--- src/hdl/sync_frame_receiver_crc16_defines.svh ---
// Assertion macros shared by the receiver RTL.
`ifndef SYNC_FRAME_RECEIVER_CRC16_DEFINES_SVH
`define SYNC_FRAME_RECEIVER_CRC16_DEFINES_SVH

`ifndef SYNTHESIS

`define SFR_ASSERT_IMPLIES(lbl, clk, rstn, ante, cons) \
    lbl: assert property (@(posedge clk) disable iff (!rstn) (ante) |-> (cons)) \
        else $error("sfr assertion failed");

`define SFR_ASSERT_NEXT(lbl, clk, rstn, ante, cons) \
    lbl: assert property (@(posedge clk) disable iff (!rstn) (ante) |=> (cons)) \
        else $error("sfr assertion failed");

`else

`define SFR_ASSERT_IMPLIES(lbl, clk, rstn, ante, cons)

`define SFR_ASSERT_NEXT(lbl, clk, rstn, ante, cons)

`endif

`endif

--- src/hdl/sfr_pkg.sv ---
package sfr_pkg;

    localparam int MAX_PAYLOAD_DEF = 64;
    localparam int HDR_BYTES       = 6;
    localparam int HDR_IDX_W       = 3;
    localparam int PIDX_W          = 7;
    localparam int TDATA_W         = 96;

    localparam logic [15:0] CRC_INIT    = 16'hFFFF;
    localparam logic [15:0] CRC_POLY    = 16'h1021;
    localparam logic [15:0] TIMEOUT_RST = 16'd100;
    localparam logic [15:0] COUNT_MAX   = 16'hFFFF;
    localparam logic [7:0]  SYNC_A      = 8'hA5;
    localparam logic [7:0]  SYNC_B      = 8'h5A;
    localparam logic [7:0]  HDR_VERSION = 8'h01;

    localparam logic OP_BYTE = 1'b0;
    localparam logic OP_TICK = 1'b1;

    typedef enum logic [2:0] {
        PH_SYNC0   = 3'd0,
        PH_SYNC1   = 3'd1,
        PH_HEADER  = 3'd2,
        PH_PAYLOAD = 3'd3,
        PH_CRC0    = 3'd4,
        PH_CRC1    = 3'd5
    } phase_t;

    typedef enum logic [1:0] {
        EV_GOOD      = 2'd0,
        EV_MALFORMED = 2'd1,
        EV_CRC_ERR   = 2'd2,
        EV_TIMEOUT   = 2'd3
    } event_t;

    typedef enum logic [1:0] {
        CTL_IDLE = 2'd0,
        CTL_READ = 2'd1,
        CTL_LOAD = 2'd2
    } ctl_state_t;

    typedef struct packed {
        logic       start;
        logic       init;
        logic [7:0] data;
    } crc_cmd_t;

endpackage

--- src/hdl/sfr_crc16_serial.sv ---
module sfr_crc16_serial import sfr_pkg::*; (
    input  logic        aclk,
    input  logic        aresetn,
    input  crc_cmd_t    cmd,
    output logic        busy,
    output logic [15:0] crc
);

    logic [15:0] crc_reg, crc_next;
    logic [7:0]  shift_reg, shift_next;
    logic [2:0]  bit_cnt_reg, bit_cnt_next;
    logic        busy_reg, busy_next;
    logic        feedback;

    always_ff @(posedge aclk) begin
        if (!aresetn) begin
            crc_reg     <= CRC_INIT;
            bit_cnt_reg <= '0;
            busy_reg    <= 1'b0;
        end else begin
            crc_reg     <= crc_next;
            bit_cnt_reg <= bit_cnt_next;
            busy_reg    <= busy_next;
        end
        shift_reg <= shift_next;
    end

    always_comb begin
        crc_next     = crc_reg;
        shift_next   = shift_reg;
        bit_cnt_next = bit_cnt_reg;
        busy_next    = busy_reg;
        feedback     = crc_reg[15] ^ shift_reg[7];
        if (busy_reg) begin
            crc_next     = {crc_reg[14:0], 1'b0} ^ (feedback ? CRC_POLY : 16'h0000);
            shift_next   = {shift_reg[6:0], 1'b0};
            bit_cnt_next = bit_cnt_reg + 3'd1;
            if (bit_cnt_reg == 3'd7) begin
                busy_next = 1'b0;
            end
        end else if (cmd.init) begin
            crc_next = CRC_INIT;
        end else if (cmd.start) begin
            shift_next   = cmd.data;
            bit_cnt_next = '0;
            busy_next    = 1'b1;
        end
    end

    assign busy = busy_reg;
    assign crc  = crc_reg;

endmodule

--- src/hdl/sfr_payload_ram.sv ---
module sfr_payload_ram #(
    parameter int DEPTH = 64,
    parameter int AW    = 6
) (
    input  logic          aclk,
    input  logic          we,
    input  logic [AW-1:0] waddr,
    input  logic [7:0]    wdata,
    input  logic [AW-1:0] raddr,
    output logic [7:0]    rdata
);

    logic [7:0] mem [DEPTH];
    logic [7:0] rdata_reg;

    always_ff @(posedge aclk) begin
        if (we) begin
            mem[waddr] <= wdata;
        end
        rdata_reg <= mem[raddr];
    end

    assign rdata = rdata_reg;

endmodule

--- src/hdl/sync_frame_receiver_crc16.sv ---
// Frame receiver for A5 5A framed packets checked by CRC-16/CCITT-FALSE. Each input item is a
// received byte or a one millisecond tick. A header or payload byte runs through a bit-serial
// CRC unit, one bit per clock, so s_tready stays low while that unit is busy with it. It is also
// low after any byte or tick that yields a result, until that result is handed on. A good
// frame is delivered as one item per payload byte, each via a read state and a load state, paced by
// the registered read of the payload memory; errors and timeouts give a single item with tlast
// set. The timeout register lies at byte address 0 of the APB port.
`include "sync_frame_receiver_crc16_defines.svh"

module sync_frame_receiver_crc16 import sfr_pkg::*; #(
    parameter int MAX_PAYLOAD_BYTES = MAX_PAYLOAD_DEF
) (
    input  logic               aclk,
    input  logic               aresetn,
    input  logic               s_tvalid,
    output logic               s_tready,
    input  logic [7:0]         s_tdata,   // rx_byte
    input  logic               s_tuser,   // opcode
    output logic               m_tvalid,
    input  logic               m_tready,
    // frame_type, sequence_res, frame_length, payload_byte, byte_index, malformed_count,
    // crc_error_count, timeout_count, zero fill
    output logic [TDATA_W-1:0] m_tdata,
    output logic [1:0]         m_tuser,   // event_kind
    output logic               m_tlast,
    input  logic               psel,
    input  logic               penable,
    input  logic               pwrite,
    input  logic [2:0]         paddr,
    input  logic [31:0]        pwdata,
    output logic [31:0]        prdata,
    output logic               pready
);

    localparam int AW = (MAX_PAYLOAD_BYTES > 1) ? $clog2(MAX_PAYLOAD_BYTES) : 1;

    phase_t               phase_reg, phase_next;
    logic [7:0]           hdr_reg [HDR_BYTES];
    logic [HDR_IDX_W-1:0] hdr_idx_reg, hdr_idx_next;
    logic [PIDX_W-1:0]    pay_idx_reg, pay_idx_next;
    logic [PIDX_W-1:0]    decl_len_reg, decl_len_next;
    logic [7:0]           rx_crc_lo_reg, rx_crc_lo_next;
    logic [15:0]          idle_reg, idle_next;
    logic [15:0]          mal_cnt_reg, mal_cnt_next;
    logic [15:0]          crc_cnt_reg, crc_cnt_next;
    logic [15:0]          tmo_cnt_reg, tmo_cnt_next;
    logic [15:0]          timeout_reg;

    ctl_state_t           ctl_reg, ctl_next;
    event_t               kind_reg, kind_next;
    logic                 multi_reg, multi_next;
    logic [PIDX_W-1:0]    emit_idx_reg, emit_idx_next;
    logic [PIDX_W-1:0]    emit_len_reg, emit_len_next;

    logic                 m_valid_reg, m_valid_next;
    logic [TDATA_W-1:0]   m_data_reg, m_data_next;
    logic [1:0]           m_user_reg, m_user_next;
    logic                 m_last_reg, m_last_next;

    logic                 accept;
    logic                 hdr_we;
    logic                 ram_we;
    logic [7:0]           ram_rdata;
    crc_cmd_t             crc_cmd;
    logic                 crc_busy;
    logic [15:0]          crc_value;
    logic                 emit_single;
    logic                 emit_multi;
    event_t               emit_kind;
    phase_t               resync_phase;
    logic [15:0]          idle_inc;
    logic [15:0]          len16;
    logic [PIDX_W-1:0]    pay_inc;
    logic                 out_free;
    logic                 is_good;
    logic                 res_last;
    logic [7:0]           f_type;
    logic [15:0]          f_seq;
    logic [6:0]           f_len;
    logic [7:0]           f_byte;
    logic [5:0]           f_idx;
    logic                 cfg_we;

    assign accept   = s_tvalid && s_tready;
    assign s_tready = (ctl_reg == CTL_IDLE) && !crc_busy;

    sfr_crc16_serial u_crc (
        .aclk    (aclk),
        .aresetn (aresetn),
        .cmd     (crc_cmd),
        .busy    (crc_busy),
        .crc     (crc_value)
    );

    sfr_payload_ram #(
        .DEPTH (MAX_PAYLOAD_BYTES),
        .AW    (AW)
    ) u_ram (
        .aclk  (aclk),
        .we    (ram_we),
        .waddr (pay_idx_reg[AW-1:0]),
        .wdata (s_tdata),
        .raddr (emit_idx_reg[AW-1:0]),
        .rdata (ram_rdata)
    );

    assign cfg_we = psel && penable && pwrite && pready;
    assign pready = 1'b1;
    assign prdata = (paddr[2] == 1'b0) ? {16'h0000, timeout_reg} : 32'h0000_0000;

    always_ff @(posedge aclk) begin
        if (!aresetn) begin
            phase_reg     <= PH_SYNC0;
            hdr_idx_reg   <= '0;
            pay_idx_reg   <= '0;
            decl_len_reg  <= '0;
            rx_crc_lo_reg <= '0;
            idle_reg      <= '0;
            mal_cnt_reg   <= '0;
            crc_cnt_reg   <= '0;
            tmo_cnt_reg   <= '0;
            timeout_reg   <= TIMEOUT_RST;
            ctl_reg       <= CTL_IDLE;
            kind_reg      <= EV_GOOD;
            multi_reg     <= 1'b0;
            emit_idx_reg  <= '0;
            emit_len_reg  <= '0;
            m_valid_reg   <= 1'b0;
        end else begin
            phase_reg     <= phase_next;
            hdr_idx_reg   <= hdr_idx_next;
            pay_idx_reg   <= pay_idx_next;
            decl_len_reg  <= decl_len_next;
            rx_crc_lo_reg <= rx_crc_lo_next;
            idle_reg      <= idle_next;
            mal_cnt_reg   <= mal_cnt_next;
            crc_cnt_reg   <= crc_cnt_next;
            tmo_cnt_reg   <= tmo_cnt_next;
            if (cfg_we && paddr[2] == 1'b0) begin
                timeout_reg <= pwdata[15:0];
            end
            ctl_reg       <= ctl_next;
            kind_reg      <= kind_next;
            multi_reg     <= multi_next;
            emit_idx_reg  <= emit_idx_next;
            emit_len_reg  <= emit_len_next;
            m_valid_reg   <= m_valid_next;
        end
        if (hdr_we) begin
            hdr_reg[hdr_idx_reg] <= s_tdata;
        end
        m_data_reg <= m_data_next;
        m_user_reg <= m_user_next;
        m_last_reg <= m_last_next;
    end

    always_comb begin
        phase_next     = phase_reg;
        hdr_idx_next   = hdr_idx_reg;
        pay_idx_next   = pay_idx_reg;
        decl_len_next  = decl_len_reg;
        rx_crc_lo_next = rx_crc_lo_reg;
        idle_next      = idle_reg;
        mal_cnt_next   = mal_cnt_reg;
        crc_cnt_next   = crc_cnt_reg;
        tmo_cnt_next   = tmo_cnt_reg;
        hdr_we         = 1'b0;
        ram_we         = 1'b0;
        crc_cmd        = '0;
        crc_cmd.data   = s_tdata;
        emit_single    = 1'b0;
        emit_multi     = 1'b0;
        emit_kind      = EV_GOOD;
        resync_phase   = (s_tdata == SYNC_A) ? PH_SYNC1 : PH_SYNC0;
        idle_inc       = (idle_reg == COUNT_MAX) ? idle_reg : idle_reg + 16'd1;
        len16          = {s_tdata, hdr_reg[4]};
        pay_inc        = pay_idx_reg + PIDX_W'(1);
        if (accept) begin
            if (s_tuser == OP_TICK) begin
                idle_next = idle_inc;
                if (phase_reg != PH_SYNC0 && idle_inc > timeout_reg) begin
                    tmo_cnt_next  = tmo_cnt_reg + 16'd1;
                    phase_next    = PH_SYNC0;
                    hdr_idx_next  = '0;
                    pay_idx_next  = '0;
                    decl_len_next = '0;
                    emit_single   = 1'b1;
                    emit_kind     = EV_TIMEOUT;
                end
            end else begin
                idle_next = '0;
                unique case (phase_reg)
                    PH_SYNC1: begin
                        if (s_tdata == SYNC_B) begin
                            phase_next   = PH_HEADER;
                            hdr_idx_next = '0;
                            crc_cmd.init = 1'b1;
                        end else begin
                            phase_next    = resync_phase;
                            hdr_idx_next  = '0;
                            pay_idx_next  = '0;
                            decl_len_next = '0;
                        end
                    end
                    PH_HEADER: begin
                        hdr_we        = 1'b1;
                        hdr_idx_next  = hdr_idx_reg + HDR_IDX_W'(1);
                        crc_cmd.start = 1'b1;
                        if (hdr_idx_reg == HDR_IDX_W'(HDR_BYTES - 1)) begin
                            pay_idx_next  = '0;
                            decl_len_next = len16[PIDX_W-1:0];
                            if (hdr_reg[0] != HDR_VERSION
                                    || len16 > 16'(MAX_PAYLOAD_BYTES)) begin
                                mal_cnt_next  = mal_cnt_reg + 16'd1;
                                phase_next    = resync_phase;
                                hdr_idx_next  = '0;
                                decl_len_next = '0;
                                emit_single   = 1'b1;
                                emit_kind     = EV_MALFORMED;
                            end else begin
                                phase_next = (len16 == 16'd0) ? PH_CRC0 : PH_PAYLOAD;
                            end
                        end
                    end
                    PH_PAYLOAD: begin
                        ram_we        = pay_idx_reg < PIDX_W'(MAX_PAYLOAD_BYTES);
                        pay_idx_next  = pay_inc;
                        crc_cmd.start = 1'b1;
                        if (pay_inc >= decl_len_reg) begin
                            phase_next = PH_CRC0;
                        end
                    end
                    PH_CRC0: begin
                        rx_crc_lo_next = s_tdata;
                        phase_next     = PH_CRC1;
                    end
                    PH_CRC1: begin
                        if (crc_value == {s_tdata, rx_crc_lo_reg}) begin
                            if (decl_len_reg == '0) begin
                                emit_single = 1'b1;
                            end else begin
                                emit_multi = 1'b1;
                            end
                            emit_kind = EV_GOOD;
                        end else begin
                            crc_cnt_next = crc_cnt_reg + 16'd1;
                            emit_single  = 1'b1;
                            emit_kind    = EV_CRC_ERR;
                        end
                        phase_next    = resync_phase;
                        hdr_idx_next  = '0;
                        pay_idx_next  = '0;
                        decl_len_next = '0;
                    end
                    default: begin
                        phase_next = resync_phase;
                    end
                endcase
            end
        end
    end

    always_comb begin
        ctl_next      = ctl_reg;
        kind_next     = kind_reg;
        multi_next    = multi_reg;
        emit_idx_next = emit_idx_reg;
        emit_len_next = emit_len_reg;
        out_free      = !m_valid_reg || m_tready;
        m_valid_next  = m_valid_reg && !m_tready;
        m_data_next   = m_data_reg;
        m_user_next   = m_user_reg;
        m_last_next   = m_last_reg;
        is_good       = (kind_reg == EV_GOOD);
        res_last      = multi_reg ? (emit_idx_reg + PIDX_W'(1) == emit_len_reg) : 1'b1;
        f_type        = is_good ? hdr_reg[1] : 8'h00;
        f_seq         = is_good ? {hdr_reg[3], hdr_reg[2]} : 16'h0000;
        f_len         = multi_reg ? emit_len_reg : 7'd0;
        f_byte        = multi_reg ? ram_rdata : 8'h00;
        f_idx         = multi_reg ? emit_idx_reg[5:0] : 6'd0;
        unique case (ctl_reg)
            CTL_IDLE: begin
                emit_idx_next = '0;
                if (emit_single) begin
                    kind_next  = emit_kind;
                    multi_next = 1'b0;
                    ctl_next   = CTL_LOAD;
                end else if (emit_multi) begin
                    kind_next     = EV_GOOD;
                    multi_next    = 1'b1;
                    emit_len_next = decl_len_reg;
                    ctl_next      = CTL_READ;
                end
            end
            CTL_READ: begin
                ctl_next = CTL_LOAD;
            end
            CTL_LOAD: begin
                if (out_free) begin
                    m_valid_next = 1'b1;
                    m_user_next  = kind_reg;
                    m_last_next  = res_last;
                    m_data_next  = {3'b000, tmo_cnt_reg, crc_cnt_reg, mal_cnt_reg,
                                    f_idx, f_byte, f_len, f_seq, f_type};
                    if (res_last) begin
                        ctl_next = CTL_IDLE;
                    end else begin
                        emit_idx_next = emit_idx_reg + PIDX_W'(1);
                        ctl_next      = CTL_READ;
                    end
                end
            end
            default: begin
                ctl_next = CTL_IDLE;
            end
        endcase
    end

    assign m_tvalid = m_valid_reg;
    assign m_tdata  = m_data_reg;
    assign m_tuser  = m_user_reg;
    assign m_tlast  = m_last_reg;

    `SFR_ASSERT_NEXT(a_crc_runs, aclk, aresetn, crc_cmd.start, crc_busy)
    `SFR_ASSERT_IMPLIES(a_emit_in_range, aclk, aresetn, (ctl_reg != CTL_IDLE && multi_reg), (emit_idx_reg < emit_len_reg))
    `SFR_ASSERT_IMPLIES(a_payload_open, aclk, aresetn, (phase_reg == PH_PAYLOAD), (pay_idx_reg < decl_len_reg))

endmodule
--- config.mk ---
export PLATFORM = sky130hd
export DESIGN_NAME = sync_frame_receiver_crc16
export DESIGN_NICKNAME = d
export VERILOG_FILES = /design/src/hdl/sfr_pkg.sv /design/src/hdl/sfr_crc16_serial.sv /design/src/hdl/sfr_payload_ram.sv /design/src/hdl/sync_frame_receiver_crc16.sv
export VERILOG_INCLUDE_DIRS = /design/src /design/src/hdl
export SDC_FILE = /design/constraint.sdc
export NUM_CORES = 1
export LEC_CHECK = 0
export ABC_AREA = 0
export BUFFER_PORTS_ARGS = -buffer_cell sky130_fd_sc_hd__buf_4
export CAP_MARGIN = 15
export CORE_MARGIN = 2
export CORE_UTILIZATION = 57
export CTS_CLUSTER_SIZE = 28
export DETAILED_ROUTE_END_ITERATION = 10
export PLACE_DENSITY = 0.76
export SLEW_MARGIN = 10
export SYNTH_ARGS = -nofsm -noshare
export SYNTH_HDL_FRONTEND = slang
export SYNTH_SLANG_ARGS = --single-unit
--- constraint.sdc ---
create_clock -name aclk -period 6.5 [get_ports aclk]
set_input_delay 0.325 -clock aclk [delete_from_list [all_inputs] [get_ports aclk]]
set_output_delay 0.325 -clock aclk [all_outputs]
set_load 0.005 [all_outputs]
==> results of run 1 <==
## report_power, final
part           leakage (nW)  total [mW]  switching, mW  internal (mW)
Clock                  1.26        4.61           1.91           2.69
Sequential             7.07        5.60        0.00271           5.60
Combinational          3.58       0.157          0.120         0.0367
Total                  11.9        10.4           2.04           8.33
## through the flow
step	instance area, um2	utilization (%)	power (mW)
after detailed placement	34470	60.89	5.861
after global placement	34470	60.89	5.853
after floorplan	32840	-	5.769
final	37260	65.83	10.37
after CTS	37240	65.79	10.42
after global routing	37260	65.83	10.63
## synthesized netlist by cell type, types with 4 or more instances
cell,n
a21o_1,7
a21oi_1,65
a22o_1,7
a31oi_1,8
and2_1,52
and3_1,21
buf_1,31
buf_4,20
clkbuf_1,71
clkinv_1,4
dfxtp_1,157
edfxtp_1,655
ha_1,33
inv_1,36
mux2i_1,33
mux4_2,168
nand2_1,126
nand2b_1,13
nand3_1,40
nand3b_1,6
nand4_1,23
nor2_1,164
nor2b_1,14
nor3_1,27
nor3b_1,4
nor4_1,13
o211ai_1,9
o21a_1,4
o21ai_0,29
o21bai_1,4
o22ai_1,17
o311ai_0,5
o31ai_1,14
o41ai_1,4
or2_2,8
or3_1,14
or4_1,22
xnor2_1,50
xor2_1,10
## worst min path at each step
stage / start / endpoint
final: s_tdata[5] / hdr_reg[0][5]
after global routing: s_tdata[5] / hdr_reg[4][5]
after CTS: s_tdata[5] / hdr_reg[0][5]
after detailed placement: timeout_reg[4] / timeout_reg[4]
after global placement: mal_cnt_reg[15] / m_tdata[60]
after floorplan: mal_cnt_reg[15] / m_tdata[60]
## per-layer routing
| metal | global-route usage, % | vias up | part of all wire (%) | routed length (um) |
|---|---|---|---|---|
| li1 | - | 8183 | - | - |
| met3 | 3.833 | 155 | 8.2 | 6004 |
| met5 | 0 | - | 0 | 0 |
| met4 | 8.824 | 0 | 3.3 | 2448 |
| met1 | 34.63 | 9434 | 39 | 28650 |
| met2 | 40.35 | 941 | 50 | 36410 |
## cell families (layout without fill, tap and decap cells)
group           after synthesis  after routing  share of synthesized area, %
flops                       812            812                         69.60
simple gates                567            567                         8.704
mux                         203            203                         12.62
compound gates              199            199                         3.986
buf+inv                     166            363                         2.203
xor+xnor                     60             60                         1.603
fa+ha+maj                    33             33                         1.260
other cells                   2             20                       0.02291
## final cells by class
type,count,share of cell area (%)
Multi-Input combinational cell,1082,25.03
Clock buffer,105,5.873
Timing Repair Buffer,179,3.781
Clock inverter,39,1.135
Sequential cell,812,61.24
Tap cell,756,2.539
Inverter,40,0.4029
## critical path, stage by stage, from the launching register on
cell      delay, ps
dfxtp_1         410
and3_1          300
nand3_1         140
or4_1           660
nor2_1          200
mux2_2          360
ha_1            300
nand4_1         160
nor3_1          310
a21boi_0        260
o31a_1          470
nand3_1         700
or4_1           740
a21oi_1         220
## what timing repair did
action,4_1_cts,5_1_grt
hold endpoints to repair,16,0
setup buffers,0,0
hold buffers,16,0
==> impl_metrics.csv, run 1 <==
group,metric,value,unit
outcome,status,"finished, final reports clean",
clocking,cts_tree,"done",
route,drtIter0Drc,1960,
yosys,avgSynthCellArea,16.05,um2
layout,final_net_count,2278,
die,fp.coreArea,56600,um2
placement,place_worst_setup_slack,1443,ps
sta,slew_headroom,18.52,%
die,die_x,243.8,um
layout,final_cell_mix,"edfxtp_1, mux4_2, nor2_1",
sta,setup_viol,0,
clocking,clk_pin_slew_worst_paths,60,ps
route,wl_per_cell,24.40,um
layout,final_common_cell,"edfxtp_1",
route,antenna_left,0,
sta,min_period,5322,ps
yosys,synthCells,2042,
grt,grt_pass1_vias,18310,
die,pin_count,185,
layout,multiInputGateArea,9325,um2
setup_path,end_kind,"flop",
route,via_per_inst,6.211,
layout,layout-drive-gt1-share,21.31,%
setup_path,reg2reg_to,"tmo_cnt_reg[9]",
job,cap_violations,0,
sta,finalCritPeriodShare,81.87,%
yosys,yosysWarnings,0,
clocking,cts_buffers,79,
sta,worst_pin_slew,1222,ps
yosys,synth_edf_count,655,
layout,final-seq-area,22820,um2
setup_path,worstSetupPathType,"flop to flop",
grt,grt_max_degree,95,
yosys,synth_seq_area_share,69.60,%
grt,antenna_found_initial,0,
power_and_ir_drop,powerDensity,278.2,nW/um2
yosys,synth_area_leaders,"edfxtp_1, mux4_2, dfxtp_1",
yosys,synth-main-ff-cell,"edfxtp_1",
yosys,ys_async_sr_fraction,0,%
die,dieArea,59430,um2
grt,grt-ovfl-total,0,
route,dr.pass1.iters,6,
yosys,synth_top_area_share,60.01,%
setup_path,crit_path_start_kind,"flop",
die,die_h,243.8,um
power_and_ir_drop,peakVddDrop,252.5,uV
setup_path,ff2ff_path_depth,13,
setup_path,arrival,5850,ps
sta,worst_slack,1178,ps
clocking,cts_max_level,3,
clocking,cts_resized,0,
sta,fin_tns_setup,0,ps
sta,timing.fmax,187.9,MHz
sta,final_hold_viol_count,0,
setup_path,worstPathRequired,7030,ps
min_path,hold_path.class,"input port to flop",
setup_path,endpoint,"tmo_cnt_reg[9]",
route,drt-total-wl,73510,um
min_path,holdPathStages,1,
route,drc,0,
grt,track_usage,24.87,%
clocking,clock_sinks,812,
placement,dpl.hpwl,43990,um
setup_path,reg2reg_slack,1180,ps
clocking,worstSkewPairLatency,630,ps
setup_path,reg2reg_from,"idle_reg[2]",
grt,grt_pass1_wl,111400,um
layout,antenna_cells,0,
layout,area_growth,13.69,%
yosys,yosysTopAreaCell,"edfxtp_1",
layout,fillCellCount,3803,
sta,fin_skew,26.78,ps
yosys,ys_types,72,
layout,fin_cells,3013,
placement,port_buffers,146,
clocking,clk_path_buf_depth,3,
die,rows,87,
yosys,synthesis.area,32780,um2
clocking,clockRootBuffer,"clkbuf_16",
sta,whs,46.48,ps
sta,rsz0062_at_grt,"no",
route,vias,18710,
setup_path,cp_max_fo,26,
power_and_ir_drop,leakagePower,11.91,nW
placement,place_congestion,0.8293,
setup_path,crit_start,"idle_reg[2]",
yosys,ys_seq_elements,812,
die,initial_core_util,57.90,%
placement,placedCellCount,2852,
sta,slew_violations,0,
layout,largest_register_ffs,512,
No activity file was read; power rests on OpenSTA's default activity.
==> run 2: changes to the inputs <==
--- a/config.mk
+++ b/config.mk
@@ -6,14 +6,14 @@
 export SDC_FILE = /design/constraint.sdc
 export NUM_CORES = 1
 export LEC_CHECK = 0
-export ABC_AREA = 0
+export ABC_AREA = 1
 export BUFFER_PORTS_ARGS = -buffer_cell sky130_fd_sc_hd__buf_4
 export CAP_MARGIN = 15
 export CORE_MARGIN = 2
-export CORE_UTILIZATION = 57
+export CORE_UTILIZATION = 55
 export CTS_CLUSTER_SIZE = 28
 export DETAILED_ROUTE_END_ITERATION = 10
-export PLACE_DENSITY = 0.76
+export PLACE_DENSITY = 0.77
 export SLEW_MARGIN = 10
 export SYNTH_ARGS = -nofsm -noshare
 export SYNTH_HDL_FRONTEND = slang
==> constraint.sdc (replaced) <==
create_clock -name aclk -period 4.3 [get_ports aclk]
set_input_delay 0.215 -clock aclk [delete_from_list [all_inputs] [get_ports aclk]]
set_output_delay 0.215 -clock aclk [all_outputs]
set_load 0.005 [all_outputs]
==> impl_metrics.csv, run 2 <==
group,metric,value,unit
setup_path,crit_path_start_kind,"flop",
clocking,cts_tree,"done",
placement,place_worst_setup_slack,468.0,ps
yosys,synth-main-ff-cell,"edfxtp_1",
layout,final_net_count,3363,
yosys,synth_area_leaders,"edfxtp_1, dfxtp_1, nor2_1",
placement,place_congestion,0.8663,
grt,grt_pass1_wl,124200,um
sta,finalCritPeriodShare,87.87,%
sta,fin_skew,34.91,ps
yosys,ys_seq_elements,812,
die,dieArea,63670,um2
layout,largest_register_ffs,512,
route,wl_per_cell,19.65,um
layout,fillCellCount,4558,
power_and_ir_drop,peakVddDrop,365.3,uV
yosys,synthCells,3146,
placement,placedCellCount,3960,
power_and_ir_drop,powerDensity,438.1,nW/um2
layout,layout-drive-gt1-share,10.43,%
setup_path,arrival,4240,ps
clocking,clk_pin_slew_worst_paths,60,ps
layout,fin_cells,4136,
sta,fin_tns_setup,0,ps
yosys,yosysTopAreaCell,"edfxtp_1",
layout,antenna_cells,0,
setup_path,end_kind,"flop",
yosys,synth_edf_count,655,
grt,antenna_found_initial,0,
grt,grt_max_degree,97,
power_and_ir_drop,total_power,16.90,mW
sta,final_hold_viol_count,0,
route,drtIter0Drc,2462,
setup_path,cp_cell_sequence,"ha_1 -> nand2_1 -> nor2_1 -> nand3_1 -> nor2_1 -> nand2_1 -> nand3_1 -> xor2_1 -> ha_1 -> nand2_1 -> nor2_1 -> nand2_1 -> nor2_1 -> nand2_1 -> nand4_1 -> nand3_1 -> clkinvlp_4 -> o21ai_0 -> a21oi_1",
layout,final_common_cell,"edfxtp_1",
clocking,worstSkewPairLatency,640,ps
sta,setup_viol,0,
die,die_h,252.3,um
yosys,ys_types,49,
sta,worst_slack,521.4,ps
placement,placed_area,35590,um2
sta,whs,117.5,ps
die,fp.coreArea,61370,um2
sta,min_period,3779,ps
sta,worst_pin_slew,1129,ps
placement,dpl.hpwl,48730,um
yosys,synth_seq_area_share,67.25,%
yosys,ys_async_sr_fraction,0,%
layout,stdcell_area,38580,um2
clocking,clk_path_buf_depth,3,
sta,slew_violations,0,
route,vias,23890,
min_path,hold_path.class,"input port to flop",
layout,final-seq-area,22820,um2
layout,fin_util,62.86,%
job,cap_violations,0,
clocking,clockRootBuffer,"clkbuf_16",
layout,final_cell_mix,"edfxtp_1, nor2_1, nand2_1",
sta,slew_headroom,24.61,%
power_and_ir_drop,p_int,13.17,mW
die,pin_count,185,
yosys,synth_top_area_share,57.99,%
clocking,cts_max_level,3,
setup_path,worstPathRequired,4760,ps
power_and_ir_drop,clockPowerShare,42.5,%
yosys,synthesis.area,33920,um2
setup_path,cp_max_fo,16,
setup_path,cp_common_cell,"nand2_1",
clocking,clock_sinks,812,
route,via_per_inst,5.775,
sta,timing.fmax,264.6,MHz
power_and_ir_drop,seqPwrFrac,51.7,%
yosys,avgSynthCellArea,10.78,um2
clocking,cts_buffers,83,
power_and_ir_drop,swShare,22.09,%
grt,grt_pass1_vias,22530,
power_and_ir_drop,p_comb_share,5.8,%
die,die_x,252.3,um
setup_path,critPathMaxStageDelay,390,ps
die,rows,91,
layout,multiInputGateArea,9534,um2
layout,area_growth,13.73,%
power_and_ir_drop,power.switching,3.734,mW
outcome,status,"finished, final reports clean",
placement,port_buffers,146,
yosys,synth_common_cells,"edfxtp_1, nor2_1, nand2_1",
route,drc,0,
yosys,synth_most_common_cell,"edfxtp_1",
grt,track_usage,25.22,%
clocking,cts_setup_buffers,0,
sta,rsz0062_at_grt,"no",
yosys,yosysWarnings,0,
setup_path,cpMaxStageDelayCell,"clkinvlp_4",
power_and_ir_drop,leakagePower,13.73,nW
die,initial_core_util,55.27,%
setup_path,worstSetupPathType,"flop to flop",
grt,grt-ovfl-total,0,
route,antenna_left,0,
route,drt-total-wl,81280,um
route,dr.pass1.iters,6,
run 2: changes by cell type after synthesis, sizes merged, moves of 39 or more:
cell	before	now
and2	52	0
a21oi	65	139
inv	36	211
nor2	165	552
clkbuf	71	110
nand3	41	117
nand2	126	404
o21ai	29	378
mux4	168	0
o22ai	17	136
run 2: layout make-up:
type | count | share of cell area (%)
clock inverters | 46 | 1.275
multi-input cells | 1958 | 24.71
repair buffers | 211 | 4.346
clock buffers | 106 | 5.848
inverters | 213 | 2.098
flip-flops and latches | 812 | 59.16
well taps | 790 | 2.562
run 2: logic make-up (layout without fill, tap and decap cells):
family,after synthesis,in the layout,synth area share (%)
other,2,20,0.02214
DFF,812,812,67.25
buffers and inverters,394,576,4.858
xor gates and xnor gates,56,56,1.446
adders and majority gates,33,33,1.217
AOI/OAI and AO/OA,701,701,11.26
and+or+nand+nor,1148,1148,13.94
run 2: path summary, 6_finish.rpt:
kind	startpoint	endpoint	slack, ps	cells past startpoint
setup reg to reg	idle_reg[1]	tmo_cnt_reg[10]	520	19
hold / removal	s_tvalid	idle_reg[7]	120	4
setup / recovery	idle_reg[1]	tmo_cnt_reg[10]	520	19
hold reg to reg	kind_reg[0]	m_tuser[0]	450	0
run 2: power by group through the flow:
stage               sequential, mW  clock (mW)  combinational, mW
floorplan                     8.89           0              0.506
global placement              8.90           0              0.934
detailed placement            8.90           0              0.949
CTS                           8.73        7.25              0.972
global route                  8.75        7.54               1.07
finish                        8.73        7.19              0.982
run 2: per-layer routing:
metal	share of wire, %	vias to the layer above	GRT usage, %
met5	0	-	0
met4	3.6	0	10.06
met3	8.2	201	4.480
met2	49	1063	42.49
met1	39	11390	32.57
li1	-	11230	-
run 2: repair_timing:
action	4_1_cts	5_1_grt
endpoints found under the hold margin	30	0
hold buffers	23	0
resized for setup	0	1
setup endpoints to repair	0	1
run 2: critical path: cells and delay by family, from the launching register on:
family | cells | cell delay [ps]
xor+xnor | 1 | 200
simple gates | 13 | 1890
buf+inv | 1 | 390
flops | 1 | 380
fa+ha+maj | 2 | 460
compound gates | 2 | 270
